===== config.mk =====
export PLATFORM = sky130hd
export DESIGN_NAME = channel_sweep_activity_histogram
export DESIGN_NICKNAME = d
export VERILOG_FILES = /design/src/design/csah_pkg.sv /design/src/design/csah_ctrl.sv /design/src/design/csah_dp.sv /design/src/design/channel_sweep_activity_histogram.sv
export SDC_FILE = /design/constraint.sdc
export NUM_CORES = 1
export LEC_CHECK = 0
export BUFFER_PORTS_ARGS = -buffer_cell sky130_fd_sc_hd__buf_2
export CAP_MARGIN = 40
export CORE_MARGIN = 2
export CORE_UTILIZATION = 40
export DETAILED_ROUTE_END_ITERATION = 10
export PLACE_DENSITY = 0.64
export SYNTH_ARGS = -nofsm -noshare
export SYNTH_HDL_FRONTEND = slang
export SYNTH_SLANG_ARGS = --single-unit

===== constraint.sdc =====
create_clock -name clk_i -period 5.5 [get_ports clk_i]
set_clock_uncertainty 0.05 [all_clocks]
set_input_delay 1.1 -clock clk_i [delete_from_list [all_inputs] [get_ports clk_i]]
set_output_delay 1.1 -clock clk_i [all_outputs]
set_load 0.02 [all_outputs]

===== src/design/csah_pkg.sv =====
package csah_pkg;

  // field widths
  localparam int unsigned CHAN_W  = 7;
  localparam int unsigned BKT_W   = 5;
  localparam int unsigned COUNT_W = 8;

  // histogram shape
  localparam int unsigned NUM_BUCKETS  = 32;
  localparam int unsigned BUCKET_LIMIT = 255;

  // divider: dividend is offset * NUM_BUCKETS, divisor is the span (up to 2**CHAN_W)
  localparam int unsigned PROD_W = CHAN_W + $clog2(NUM_BUCKETS + 1);
  localparam int unsigned REM_W  = CHAN_W + 1;
  localparam int unsigned STEP_W = $clog2(PROD_W);

  // configuration port
  localparam int unsigned CFG_IDX_W  = 1;
  localparam int unsigned CFG_DATA_W = CHAN_W;
  localparam logic [CFG_IDX_W-1:0] REG_FIRST_CHANNEL = 1'b0;
  localparam logic [CFG_IDX_W-1:0] REG_LAST_CHANNEL  = 1'b1;

  typedef enum logic [1:0] {
    CMD_START = 2'd0,
    CMD_DWELL = 2'd1,
    CMD_STOP  = 2'd2,
    CMD_NOP   = 2'd3
  } csah_cmd_e;

  typedef struct packed {
    csah_cmd_e command;
    logic      carrier_detected;
  } csah_in_t;

  typedef struct packed {
    logic [CHAN_W-1:0]  tune_channel;
    logic [BKT_W-1:0]   bucket_index;
    logic [COUNT_W-1:0] bucket_count;
    logic               bucket_incremented;
    logic               sweep_wrapped;
    logic               scanner_active;
  } csah_out_t;

  // controller to datapath
  typedef struct packed {
    logic accept;
    logic div_step;
    logic update;
    logic load_out;
  } csah_ctl_t;

  // datapath to controller
  typedef struct packed {
    logic needs_div;
    logic div_last;
    logic out_free;
  } csah_sts_t;

endpackage


===== src/design/csah_ctrl.sv =====
module csah_ctrl (
  input  logic               clk_i,
  input  logic               rst_ni,
  input  logic               in_valid_i,
  output logic               in_stall_o,
  input  csah_pkg::csah_sts_t sts_i,
  output csah_pkg::csah_ctl_t ctl_o
);
  import csah_pkg::*;

  typedef enum logic [1:0] {
    ST_IDLE,
    ST_DIV,
    ST_UPD,
    ST_OUT
  } state_e;

  state_e state_q, state_d;

  always_comb begin
    ctl_o          = '0;
    ctl_o.accept   = in_valid_i && (state_q == ST_IDLE);
    ctl_o.div_step = (state_q == ST_DIV);
    ctl_o.update   = (state_q == ST_UPD);
    ctl_o.load_out = (state_q == ST_OUT) && sts_i.out_free;
    in_stall_o     = (state_q != ST_IDLE);
  end

  always_comb begin
    state_d = state_q;
    unique case (state_q)
      ST_IDLE: begin
        if (in_valid_i) begin
          state_d = sts_i.needs_div ? ST_DIV : ST_UPD;
        end
      end
      ST_DIV: begin
        if (sts_i.div_last) begin
          state_d = ST_UPD;
        end
      end
      ST_UPD: state_d = ST_OUT;
      ST_OUT: begin
        if (sts_i.out_free) begin
          state_d = ST_IDLE;
        end
      end
      default: state_d = ST_IDLE;
    endcase
  end

  always_ff @(posedge clk_i or negedge rst_ni) begin
    if (!rst_ni) begin
      state_q <= ST_IDLE;
    end else begin
      state_q <= state_d;
    end
  end

endmodule


===== src/design/csah_dp.sv =====
module csah_dp (
  input  logic                                clk_i,
  input  logic                                rst_ni,
  input  logic                                cfg_we_i,
  input  logic [csah_pkg::CFG_IDX_W-1:0]      cfg_index_i,
  input  logic [csah_pkg::CFG_DATA_W-1:0]     cfg_data_i,
  input  csah_pkg::csah_in_t                  in_data_i,
  output logic                                out_valid_o,
  input  logic                                out_stall_i,
  output csah_pkg::csah_out_t                 out_data_o,
  input  csah_pkg::csah_ctl_t                 ctl_i,
  output csah_pkg::csah_sts_t                 sts_o
);
  import csah_pkg::*;

  // configuration and scan state
  logic [CHAN_W-1:0]  first_q, last_q;
  logic [CHAN_W-1:0]  chan_q, chan_d;
  logic               running_q, running_d;
  logic [COUNT_W-1:0] buckets_q [NUM_BUCKETS];

  // latched item
  csah_cmd_e cmd_q;
  logic      det_q;

  // divider
  logic [PROD_W-1:0] num_q;
  logic [REM_W-1:0]  rem_q;
  logic [STEP_W-1:0] step_q;

  // result staging and output register
  csah_out_t res_q, res_d;
  csah_out_t out_q;
  logic      out_valid_q;

  logic [CHAN_W-1:0]  last_eff, offset;
  logic [REM_W-1:0]   span, rem_sh, rem_d;
  logic               ge;
  logic [PROD_W-1:0]  prod;
  logic [BKT_W-1:0]   bkt;
  logic [COUNT_W-1:0] cur_cnt, new_cnt;
  logic               can_inc, clear_all, bump;

  // last below first counts as equal to first
  assign last_eff = (last_q < first_q) ? first_q : last_q;
  // channel below first (first raised mid-scan) maps to offset zero
  assign offset   = (chan_q >= first_q) ? (chan_q - first_q) : '0;
  assign span     = REM_W'(last_eff) - REM_W'(first_q) + REM_W'(1);
  assign prod     = PROD_W'(offset) * PROD_W'(NUM_BUCKETS);

  // restoring divide, one quotient bit per step
  assign rem_sh = {rem_q[REM_W-2:0], num_q[PROD_W-1]};
  assign ge     = (rem_sh >= span);
  assign rem_d  = ge ? (rem_sh - span) : rem_sh;

  // clamp to last bucket
  assign bkt     = (num_q > PROD_W'(NUM_BUCKETS - 1)) ? BKT_W'(NUM_BUCKETS - 1)
                                                      : num_q[BKT_W-1:0];
  assign cur_cnt = buckets_q[bkt];
  assign can_inc = (cur_cnt < COUNT_W'(BUCKET_LIMIT));
  assign new_cnt = can_inc ? (cur_cnt + COUNT_W'(1)) : cur_cnt;

  always_comb begin
    chan_d                  = chan_q;
    running_d               = running_q;
    clear_all               = 1'b0;
    bump                    = 1'b0;
    res_d                   = '0;
    unique case (cmd_q)
      CMD_START: begin
        clear_all = 1'b1;
        running_d = 1'b1;
        chan_d    = first_q;
      end
      CMD_DWELL: begin
        if (running_q) begin
          if (det_q) begin
            bump                     = can_inc;
            res_d.bucket_index       = bkt;
            res_d.bucket_count       = new_cnt;
            res_d.bucket_incremented = can_inc;
          end
          if (chan_q >= last_eff) begin
            chan_d              = first_q;
            res_d.sweep_wrapped = 1'b1;
          end else begin
            chan_d = chan_q + CHAN_W'(1);
          end
        end
      end
      CMD_STOP: running_d = 1'b0;
      CMD_NOP: ;
      default: ;
    endcase
    res_d.tune_channel   = chan_d;
    res_d.scanner_active = running_d;
  end

  always_ff @(posedge clk_i or negedge rst_ni) begin
    if (!rst_ni) begin
      first_q     <= '0;
      last_q      <= CHAN_W'(125);
      chan_q      <= '0;
      running_q   <= 1'b0;
      out_valid_q <= 1'b0;
      for (int i = 0; i < NUM_BUCKETS; i++) begin
        buckets_q[i] <= '0;
      end
    end else begin
      if (cfg_we_i) begin
        unique case (cfg_index_i)
          REG_FIRST_CHANNEL: first_q <= cfg_data_i;
          REG_LAST_CHANNEL:  last_q  <= cfg_data_i;
          default: ;
        endcase
      end
      if (ctl_i.update) begin
        chan_q    <= chan_d;
        running_q <= running_d;
        if (clear_all) begin
          for (int i = 0; i < NUM_BUCKETS; i++) begin
            buckets_q[i] <= '0;
          end
        end else if (bump) begin
          buckets_q[bkt] <= new_cnt;
        end
      end
      if (ctl_i.load_out) begin
        out_valid_q <= 1'b1;
      end else if (out_valid_q && !out_stall_i) begin
        out_valid_q <= 1'b0;
      end
    end
  end

  always_ff @(posedge clk_i) begin
    if (ctl_i.accept) begin
      cmd_q  <= in_data_i.command;
      det_q  <= in_data_i.carrier_detected;
      num_q  <= prod;
      rem_q  <= '0;
      step_q <= '0;
    end else if (ctl_i.div_step) begin
      num_q  <= {num_q[PROD_W-2:0], ge};
      rem_q  <= rem_d;
      step_q <= step_q + STEP_W'(1);
    end
    if (ctl_i.update) begin
      res_q <= res_d;
    end
    if (ctl_i.load_out) begin
      out_q <= res_q;
    end
  end

  assign sts_o.needs_div = (in_data_i.command == CMD_DWELL) && in_data_i.carrier_detected
                           && running_q;
  assign sts_o.div_last  = (step_q == STEP_W'(PROD_W - 1));
  assign sts_o.out_free  = !out_valid_q || !out_stall_i;

  assign out_valid_o = out_valid_q;
  assign out_data_o  = out_q;

endmodule


===== src/design/channel_sweep_activity_histogram.sv =====
// radio channel sweep with a carrier-activity histogram. a start command clears all
// buckets, starts the scan and tunes to the first channel; a dwell while scanning steps
// to the next channel (wrapping after the last one, flagged in sweep_wrapped) and, on a
// carrier detection, raises bucket (channel-first)*NUM_BUCKETS/(last-first+1), clamped to
// the last bucket and saturating at BUCKET_LIMIT; stop ends the scan. a last channel below
// the first acts as equal to the first. every input transfer gives exactly one output
// transfer. one item at a time: a detected dwell while scanning passes through the
// one-bit-per-cycle restoring divider that maps the channel to its bucket before its
// update, every other item goes straight to the update. the input stays stalled until the
// result moves into the output register, which waits while that register is still full;
// the next input transfer is taken even while the previous result still waits in the output
// register.
// configuration writes are meant for idle periods only.
module channel_sweep_activity_histogram (
  input  logic                            clk_i,
  input  logic                            rst_ni,
  // configuration writes
  input  logic                            cfg_we_i,
  input  logic [csah_pkg::CFG_IDX_W-1:0]  cfg_index_i,
  input  logic [csah_pkg::CFG_DATA_W-1:0] cfg_data_i,
  // command / dwell result channel
  input  logic                            in_valid_i,
  output logic                            in_stall_o,
  input  csah_pkg::csah_in_t              in_data_i,
  // result channel
  output logic                            out_valid_o,
  input  logic                            out_stall_i,
  output csah_pkg::csah_out_t             out_data_o
);
  import csah_pkg::*;

  csah_ctl_t ctl;
  csah_sts_t sts;

  // sequencer: idle, divide, update, hand off to output register
  csah_ctrl u_ctrl (
    .clk_i      (clk_i),
    .rst_ni     (rst_ni),
    .in_valid_i (in_valid_i),
    .in_stall_o (in_stall_o),
    .sts_i      (sts),
    .ctl_o      (ctl)
  );

  // channel state, buckets, divider and output register
  csah_dp u_dp (
    .clk_i       (clk_i),
    .rst_ni      (rst_ni),
    .cfg_we_i    (cfg_we_i),
    .cfg_index_i (cfg_index_i),
    .cfg_data_i  (cfg_data_i),
    .in_data_i   (in_data_i),
    .out_valid_o (out_valid_o),
    .out_stall_i (out_stall_i),
    .out_data_o  (out_data_o),
    .ctl_i       (ctl),
    .sts_o       (sts)
  );

  // an input transfer always closes the input side for the next cycle
  a_accept_stalls: assert property (@(posedge clk_i) disable iff (!rst_ni)
    (in_valid_i && !in_stall_o) |=> in_stall_o)
    else $error("input taken while an item was in flight");

  // a result is never written over one that is still waiting
  a_load_free: assert property (@(posedge clk_i) disable iff (!rst_ni)
    ctl.load_out |-> sts.out_free)
    else $error("output register overwritten");

  // a raised bucket holds a nonzero count and the scan is running
  a_inc_count: assert property (@(posedge clk_i) disable iff (!rst_ni)
    (out_valid_o && out_data_o.bucket_incremented)
      |-> (out_data_o.bucket_count != '0) && out_data_o.scanner_active)
    else $error("bucket raised with zero count or while stopped");

endmodule


Word level (Yosys, flattened, before mapping)
Cells that the tools add are included.

$add $sub $neg: 7. Order comparisons: 8. Eq/ne operators: 10. Mux-type cells: 31. Bitwise gates (word level): 2. Reduce and logical (&&, ||, !) cells: 21.

Operator list (number): 256-bit two-way mux (2); 256-bit bitwise mux (1); 8-bit binary-select mux with 5-bit select (1); 8-bit demux with 5-bit select (1); 7-bit two-way mux (5); 8-bit two-way mux (4); 12-bit two-way mux (2); 8-bit by 1-bit adder with 8-bit output, second input constant (2); 7-bit greater-or-equal comparator (2); 7-bit one-hot mux with 2 select lines (1); 7-bit subtractor (2); 13-bit by 5-bit greater-than comparator with 1-bit output, second input constant (1); 8-bit greater-or-equal comparator (1); 8-bit < comparator, second input constant (1); 2-bit two-way mux (4); 2-bit one-hot mux with 4 select lines (1); 2-bit AND reduction (4); 2-bit nonzero test (4); 7-bit by 7-bit subtractor with 8-bit output (1); 7-bit by 1-bit adder with 7-bit output, second input constant (1); 7-bit < comparator (1); 1-bit two-way mux (7); 2-bit by 1-bit == test with 1-bit output, second input constant (3); 2-bit == test, second input constant (3); other kinds (15) (24).

Register bits: 354. Bits of input ports: 16. Output and inout port bits: 25. Logic and storage cells: 135.

Longest topological paths before layout
Word-level depth: 12. Gate-level depth with buffers: 26. Mapped depth without buffers: 25.

Hierarchy
A second synthesis with hierarchy kept.

Cells, all modules: 1736. Area, all modules: 18460.2 sq um.

By module, submodules not included: csah_dp (times used 1, cells an instance 1715, area an instance 18260.0 sq um, sequential area each 9011.1 sq um); csah_ctrl (times used 1, cells an instance 21, area an instance 200.2 sq um, sequential area each 50.0 sq um).

Worst setup path after synthesis
Ideal clock, no wire load.

Path type: reg-to-reg. Start point: register u_dp.first_q[1]. End point: register u_dp.rem_q[5]. Setup time: 0.142 ns. Arrival: 5.502 ns. Required time: 5.308 ns. Setup slack: -0.194 ns. Stages on the path, launching flop included: 25. Buffers on the path: 1. Period minus slack after synthesis: 5.694 ns. Cell sequence: dfrtp_1 -> inv_1 -> ha_1 -> a21o_1 -> a21o_1 -> a21o_1 -> a21o_1 -> a21oi_1 -> nor2b_1 -> nor2_1 -> buf_1 -> mux2_2 -> ha_1 -> fa_1 -> inv_1 -> ha_1 -> a21o_1 -> a21oi_1 -> o21bai_1 -> a21oi_1 -> o21ai_0 -> a21o_1 -> a21oi_1 -> mux2i_1 -> a21oi_1.

Word-level cells in the longest chain between the ends: 6. Elaborated cells on any way between the ends: 7. Classes of those cells: 3 x add/sub; 2 x order compare; 2 x mux.

Ends and longest elaborated chain: from (decl) (RTL line csah_dp.sv:17) `logic [CHAN_W-1:0] first_q, last_q;`; from (signal assigned) (RTL line csah_dp.sv:112) `REG_FIRST_CHANNEL: first_q <= cfg_data_i;`; 7-bit < comparator (RTL line csah_dp.sv:45) `assign last_eff = (last_q < first_q) ? first_q : last_q;`; 7-bit two-way mux (RTL line csah_dp.sv:45); 7-bit by 7-bit subtractor with 8-bit output * (RTL line csah_dp.sv:48) `assign span = REM_W'(last_eff) - REM_W'(first_q) + REM_W'(1);`; 8-bit by 1-bit adder with 8-bit output * (RTL line csah_dp.sv:48); 7-bit subtractor / 8-bit greater-or-equal comparator (equally long branches) (RTL line csah_dp.sv:54, csah_dp.sv:53); 7-bit two-way mux * (RTL line csah_dp.sv:54) `assign rem_d = ge ? (rem_sh - span) : rem_sh;`; to (signal assigned) (RTL line csah_dp.sv:145) `rem_q <= rem_d;`; to (decl) (RTL line csah_dp.sv:28) `logic [REM_W-1:0] rem_q;`.

Mark *: on every way between the ends. The rest lies on a longest branch, timed or not. A chain may end at the register's enable or synchronous reset.

Final worst setup path
Start point: register u_dp.first_q[1]. End point: register u_dp.rem_q[0].

The elaborated chain is that of the path after synthesis.

==> results <==
- The run finished with clean final reports.
- The largest family of logic cells by synthesized area is compound AO/OA/AOI/OAI gates.
- The cell area after placement is 19,700 sq um.
- The final standard cell utilization of the core is 0.469.
- The floorplan step set the die height to about 220 um.
- The number of top-level design ports is 41.
- The worst setup path is launched from a flop.
- The adder-cell share of the synthesized area is 0.0376.
- The synthesized design contains between 50 and 60 enable-type register cells.
- For the pin with the worst max-slew slack, the measured transition is 0.835 ns.
- The total number of H-tree levels is 2.
- The total negative slack for setup checks is 0 ns.
- The analysis attributes to cell leakage a power of 0.00934 uW.
- The placer congestion estimate is 0.956.
- The xor/xnor cell area share of the yosys netlist is 0.0110.
- After filler insertion, the fill cell instance count of the layout stands at 4,134.
- The count of nets left with antenna violations once routing finished came out at 0.
- The path type of the worst min-delay path is flop to flop.
- After floorplanning, the core was sized to cover 45,200 sq um.
- Summing all non-filler instances in the final layout gives an area of 21,200 sq um.
- The first global-routing pass estimated 91,300 um of wire.
- After detailed routing, the average wire length per cell comes to roughly 25 um.
- The total DRC errors in the routed layout is 0.
- In this run the register-to-register setup slack is 0.24 ns.
- The cell area that synthesis handed to floorplanning was roughly 18,000 sq um.
- Clock-pin slew was measured on the worst setup and hold paths at 0.06 ns.
- Clock tree synthesis found a total of 354 sinks.
- The number of I/O port buffers is 40.
- The final-report max-slew violation count was 0.
- The repair_antennas step left the layout with diodes totalling 0.
- The per-cell via count in the routed design is 6.03.
- TritonCTS built the clock tree.
- The number of nets in the synthesized netlist is 1,764.
- Power spread over the standard cell area amounts to 442 nW/um^2.
- The effective utilization at floorplan is 0.404.
- Derived from the worst setup path, the maximum achievable clock frequency is 190 MHz.
- The total routed wirelength is 60,100 um.
- The data required time at the worst endpoint is approximately 6.0 ns.
- The headroom to the max-slew limit is 0.439.
- Detailed routing inserted a total of 14,574 vias.
- The die covers 47,300 sq um.
- The worst setup path is captured at a flop.
- The number of antenna violations at the first check in global routing is 1.
- The number of placement rows is 78.
- CTS placed an instance of sky130_fd_sc_hd__clkbuf_16 at the clock tree root.
- In this run, distinct cell masters in the synthesized netlist total 83.
- The first-pass detailed-route iteration total is 9.
- In this run, the number of DRC markers left after iteration 0 of detailed routing was 1,586.
- Of the total synthesized cell area, the portion taken by AND, OR, NAND and NOR gates is 0.130.
- The compound-cell area share of the yosys netlist is 0.149.
- The number of placed cells counting well taps is 2,336.
- In the final layout, flip-flops and latches occupy 9070 sq um.
- The die is around 220 um wide.
- The signal arrival time at the worst endpoint is 5.74 ns.
- The post-route minimum period is 5.26 ns.
- The global route total overflow is 0.
- The area growth from synthesis to layout is 16.1%.
- The total routing resource utilization after global routing is 0.256.
- Synthesis handed over a netlist of 1,695 instances.
- The maximum resistive drop on vdd is about 0.24 mV.
- The mean instance size in the synthesized netlist is around 11 sq um.
- The overall power of the completed layout is 9360 uW.
- In the synthesized netlist the dominant register cell turns out to be sky130_fd_sc_hd__dfrtp_1.
- The multi-input combinational cells in the finished layout cover a total of 8640 sq um.
- After the last flow step, the layout net total stands at around 1,900.
- The final number of hold-violating endpoints is 0.
- The share of the Yosys chip area taken by registers is 0.497.
- In the final layout, the share of cells above drive strength 1 is 0.177.
- Entering global routing, the biggest net connects 109 pins.
- The type of the worst setup path is flop to flop.
- Of the available clock period, the critical path in the final layout requires 0.956.
- Along the worst path, the maximum fanout reaches 5.
- In the synthesized netlist the async set-or-reset flop fraction comes to 0.794.
- Synthesis inferred 354 register bits.
- In this run the deepest clock path goes through 3 buffers.
- Once detailed placement completed, the half-perimeter wirelength came to roughly 41,000 um.
- The number of max-cap violations is 0.
- The number of setup violations in the final report is 0.
- The number of global-route vias before repair came to 14,422.
- The clock latency on the worst-skew pair is 0.59 ns.
- Leaving out filler cells and counting taps, the final layout contains 2,416.
- For this run, the number of Yosys warnings is 0.
- Buffers inserted during clock tree synthesis total 40.
- Measured against the total synthesized area, the mux share comes to 0.141.
cell usage after synthesis, drive strengths merged (9+ instances only):
| master | count | share of area |
|---|---|---|
| ha | 50 | 0.034 |
| nor3 | 23 | 0.0084 |
| xnor2 | 12 | 0.0058 |
| a21oi | 51 | 0.014 |
| a32o | 9 | 0.0049 |
| mux4 | 14 | 0.017 |
| nand2 | 259 | 0.053 |
| a21o | 20 | 0.0082 |
| o2bb2ai | 26 | 0.012 |
| nand4 | 25 | 0.011 |
| mux2 | 33 | 0.020 |
| inv | 40 | 0.0082 |
| a221oi | 12 | 0.0058 |
| nor4 | 13 | 0.0068 |
| buf | 42 | 0.011 |
| nor2 | 84 | 0.018 |
| mux2i | 188 | 0.10 |
| nand3 | 43 | 0.012 |
| xor2 | 11 | 0.0053 |
| dfxtp | 17 | 0.019 |
| a22oi | 9 | 0.0037 |
| dfrtp | 275 | 0.38 |
| and2 | 13 | 0.0045 |
| a22o | 52 | 0.025 |
| clkbuf | 71 | 0.015 |
| o21ai | 80 | 0.022 |
| nand2b | 9 | 0.0031 |
| a211oi | 26 | 0.012 |
| edfxtp | 56 | 0.092 |
| a31oi | 10 | 0.0034 |
state kept, by name (all words and copies together), names as in the netlist, 2 cells and up:
name / count
u_ctrl.state_q: 2
u_dp.buckets_q: 256
u_dp.chan_q: 7
u_dp.cmd_q: 2
u_dp.first_q: 7
u_dp.last_q: 7
u_dp.num_q: 13
u_dp.out_data_o: 23
u_dp.rem_q: 7
u_dp.res_q: 23
u_dp.step_q: 4
final cells by class:
type                       count  area share
timing repair buffer         161      0.0563
clock buffer                  55      0.0509
sequential                   354       0.428
inverter                      41     0.00727
multi-input combinational   1187       0.408
tap                          600      0.0354
clock inverter                18      0.0140
path summary, 6_finish.rpt:
check / from / end / depth (start not counted)
max reg2reg: u_dp.first_q[1] / u_dp.rem_q[0] / 26
min in group asynchronous: rst_ni / u_dp.buckets_q[242] / 1
max in group asynchronous: rst_ni / u_dp.buckets_q[121] / 2
min: u_dp.res_q[7] / u_dp.out_data_o[7] / 0
min reg2reg: u_dp.res_q[7] / u_dp.out_data_o[7] / 0
max: u_dp.first_q[1] / u_dp.rem_q[0] / 26
where the power goes:
group          leakage (uW)  switching (uW)  internal [uW]
combinational       0.00413            2150           1080
clock              0.000660            1130           1710
sequential          0.00455             270           3010
total               0.00934            3560           5800
per-layer routing:
metal  GRT usage  vias up  share of wire  wire length [um]
met2       0.387      648           0.44             26600
met4       0.119        2          0.046              2790
li1            -     6415              -                 -
met5           0        -        0.00023                14
met3      0.0543      162          0.082              4900
met1       0.350     7347           0.43             25800
placed cells by master (no fill, tap or decap), types with 14 or more instances in the layout:
master,Yosys,final
sky130_fd_sc_hd__buf_4,1,114
sky130_fd_sc_hd__dfxtp_1,17,15
sky130_fd_sc_hd__nand3_1,43,43
sky130_fd_sc_hd__o2bb2ai_1,26,26
sky130_fd_sc_hd__mux2_2,33,33
sky130_fd_sc_hd__dfrtp_1,275,275
sky130_fd_sc_hd__a211oi_1,21,17
sky130_fd_sc_hd__mux2i_1,188,187
sky130_fd_sc_hd__nand4_1,18,18
sky130_fd_sc_hd__a22o_1,52,52
sky130_fd_sc_hd__ha_1,50,49
sky130_fd_sc_hd__mux4_2,14,14
sky130_fd_sc_hd__buf_2,34,40
sky130_fd_sc_hd__nor2_1,82,82
sky130_fd_sc_hd__edfxtp_1,56,56
sky130_fd_sc_hd__a21oi_1,49,45
sky130_fd_sc_hd__inv_1,39,39
sky130_fd_sc_hd__nand2_1,259,258
sky130_fd_sc_hd__o21ai_0,79,77
sky130_fd_sc_hd__clkbuf_16,0,40
sky130_fd_sc_hd__a21o_1,20,20
sky130_fd_sc_hd__nor3_1,19,19
metrics by stage:
stage	hold slack (ns)	setup WS [ns]
floorplan	0.350	0.0386
global placement	0.354	0.178
detailed placement	0.355	0.0501
CTS	0.331	0.0445
global route	0.370	-0.00616
finish	0.345	0.240
worst max-delay path, stage by stage (launching register included):
cell                       delay [ns]
sky130_fd_sc_hd__dfrtp_1         0.40
sky130_fd_sc_hd__inv_1           0.08
sky130_fd_sc_hd__ha_1            0.27
sky130_fd_sc_hd__a21o_1          0.16
sky130_fd_sc_hd__a21o_1          0.18
sky130_fd_sc_hd__a21o_1          0.17
sky130_fd_sc_hd__a21o_1          0.17
sky130_fd_sc_hd__a21oi_1         0.15
sky130_fd_sc_hd__nor2b_1         0.08
sky130_fd_sc_hd__nor2_1          0.12
sky130_fd_sc_hd__buf_4           0.16
sky130_fd_sc_hd__mux2_2          0.35
sky130_fd_sc_hd__ha_1            0.19
sky130_fd_sc_hd__ha_1            0.20
sky130_fd_sc_hd__fa_1            0.48
sky130_fd_sc_hd__inv_1           0.05
sky130_fd_sc_hd__ha_1            0.33
sky130_fd_sc_hd__a21o_1          0.21
sky130_fd_sc_hd__a21oi_2         0.17
sky130_fd_sc_hd__o21bai_1        0.11
sky130_fd_sc_hd__a21oi_2         0.15
sky130_fd_sc_hd__o21ai_0         0.10
sky130_fd_sc_hd__a21o_1          0.21
sky130_fd_sc_hd__a21oi_4         0.15
sky130_fd_sc_hd__buf_4           0.15
sky130_fd_sc_hd__mux2i_1         0.20
sky130_fd_sc_hd__a22o_1          0.15
timing repair:
| item | CTS | global route |
|---|---|---|
| hold buffers | 0 | 0 |
| cloned | 0 | 0 |
| setup endpoints to repair | 1 | 8 |
| endpoints found under the hold margin | 0 | 0 |
| pin swaps | 0 | 2 |
| setup buffers | 0 | 5 |
| resized for setup | 1 | 2 |
cells by family after synthesis:
kind of cell / Yosys count
flip-flops: 354
adder cells (fa/ha/maj): 53
multiplexers: 235
AND/OR/NAND/NOR: 504
buffers and inverters: 154
XOR/XNOR: 23
AO/OA/AOI/OAI: 372
No activity file was read; power rests on OpenSTA's default activity.
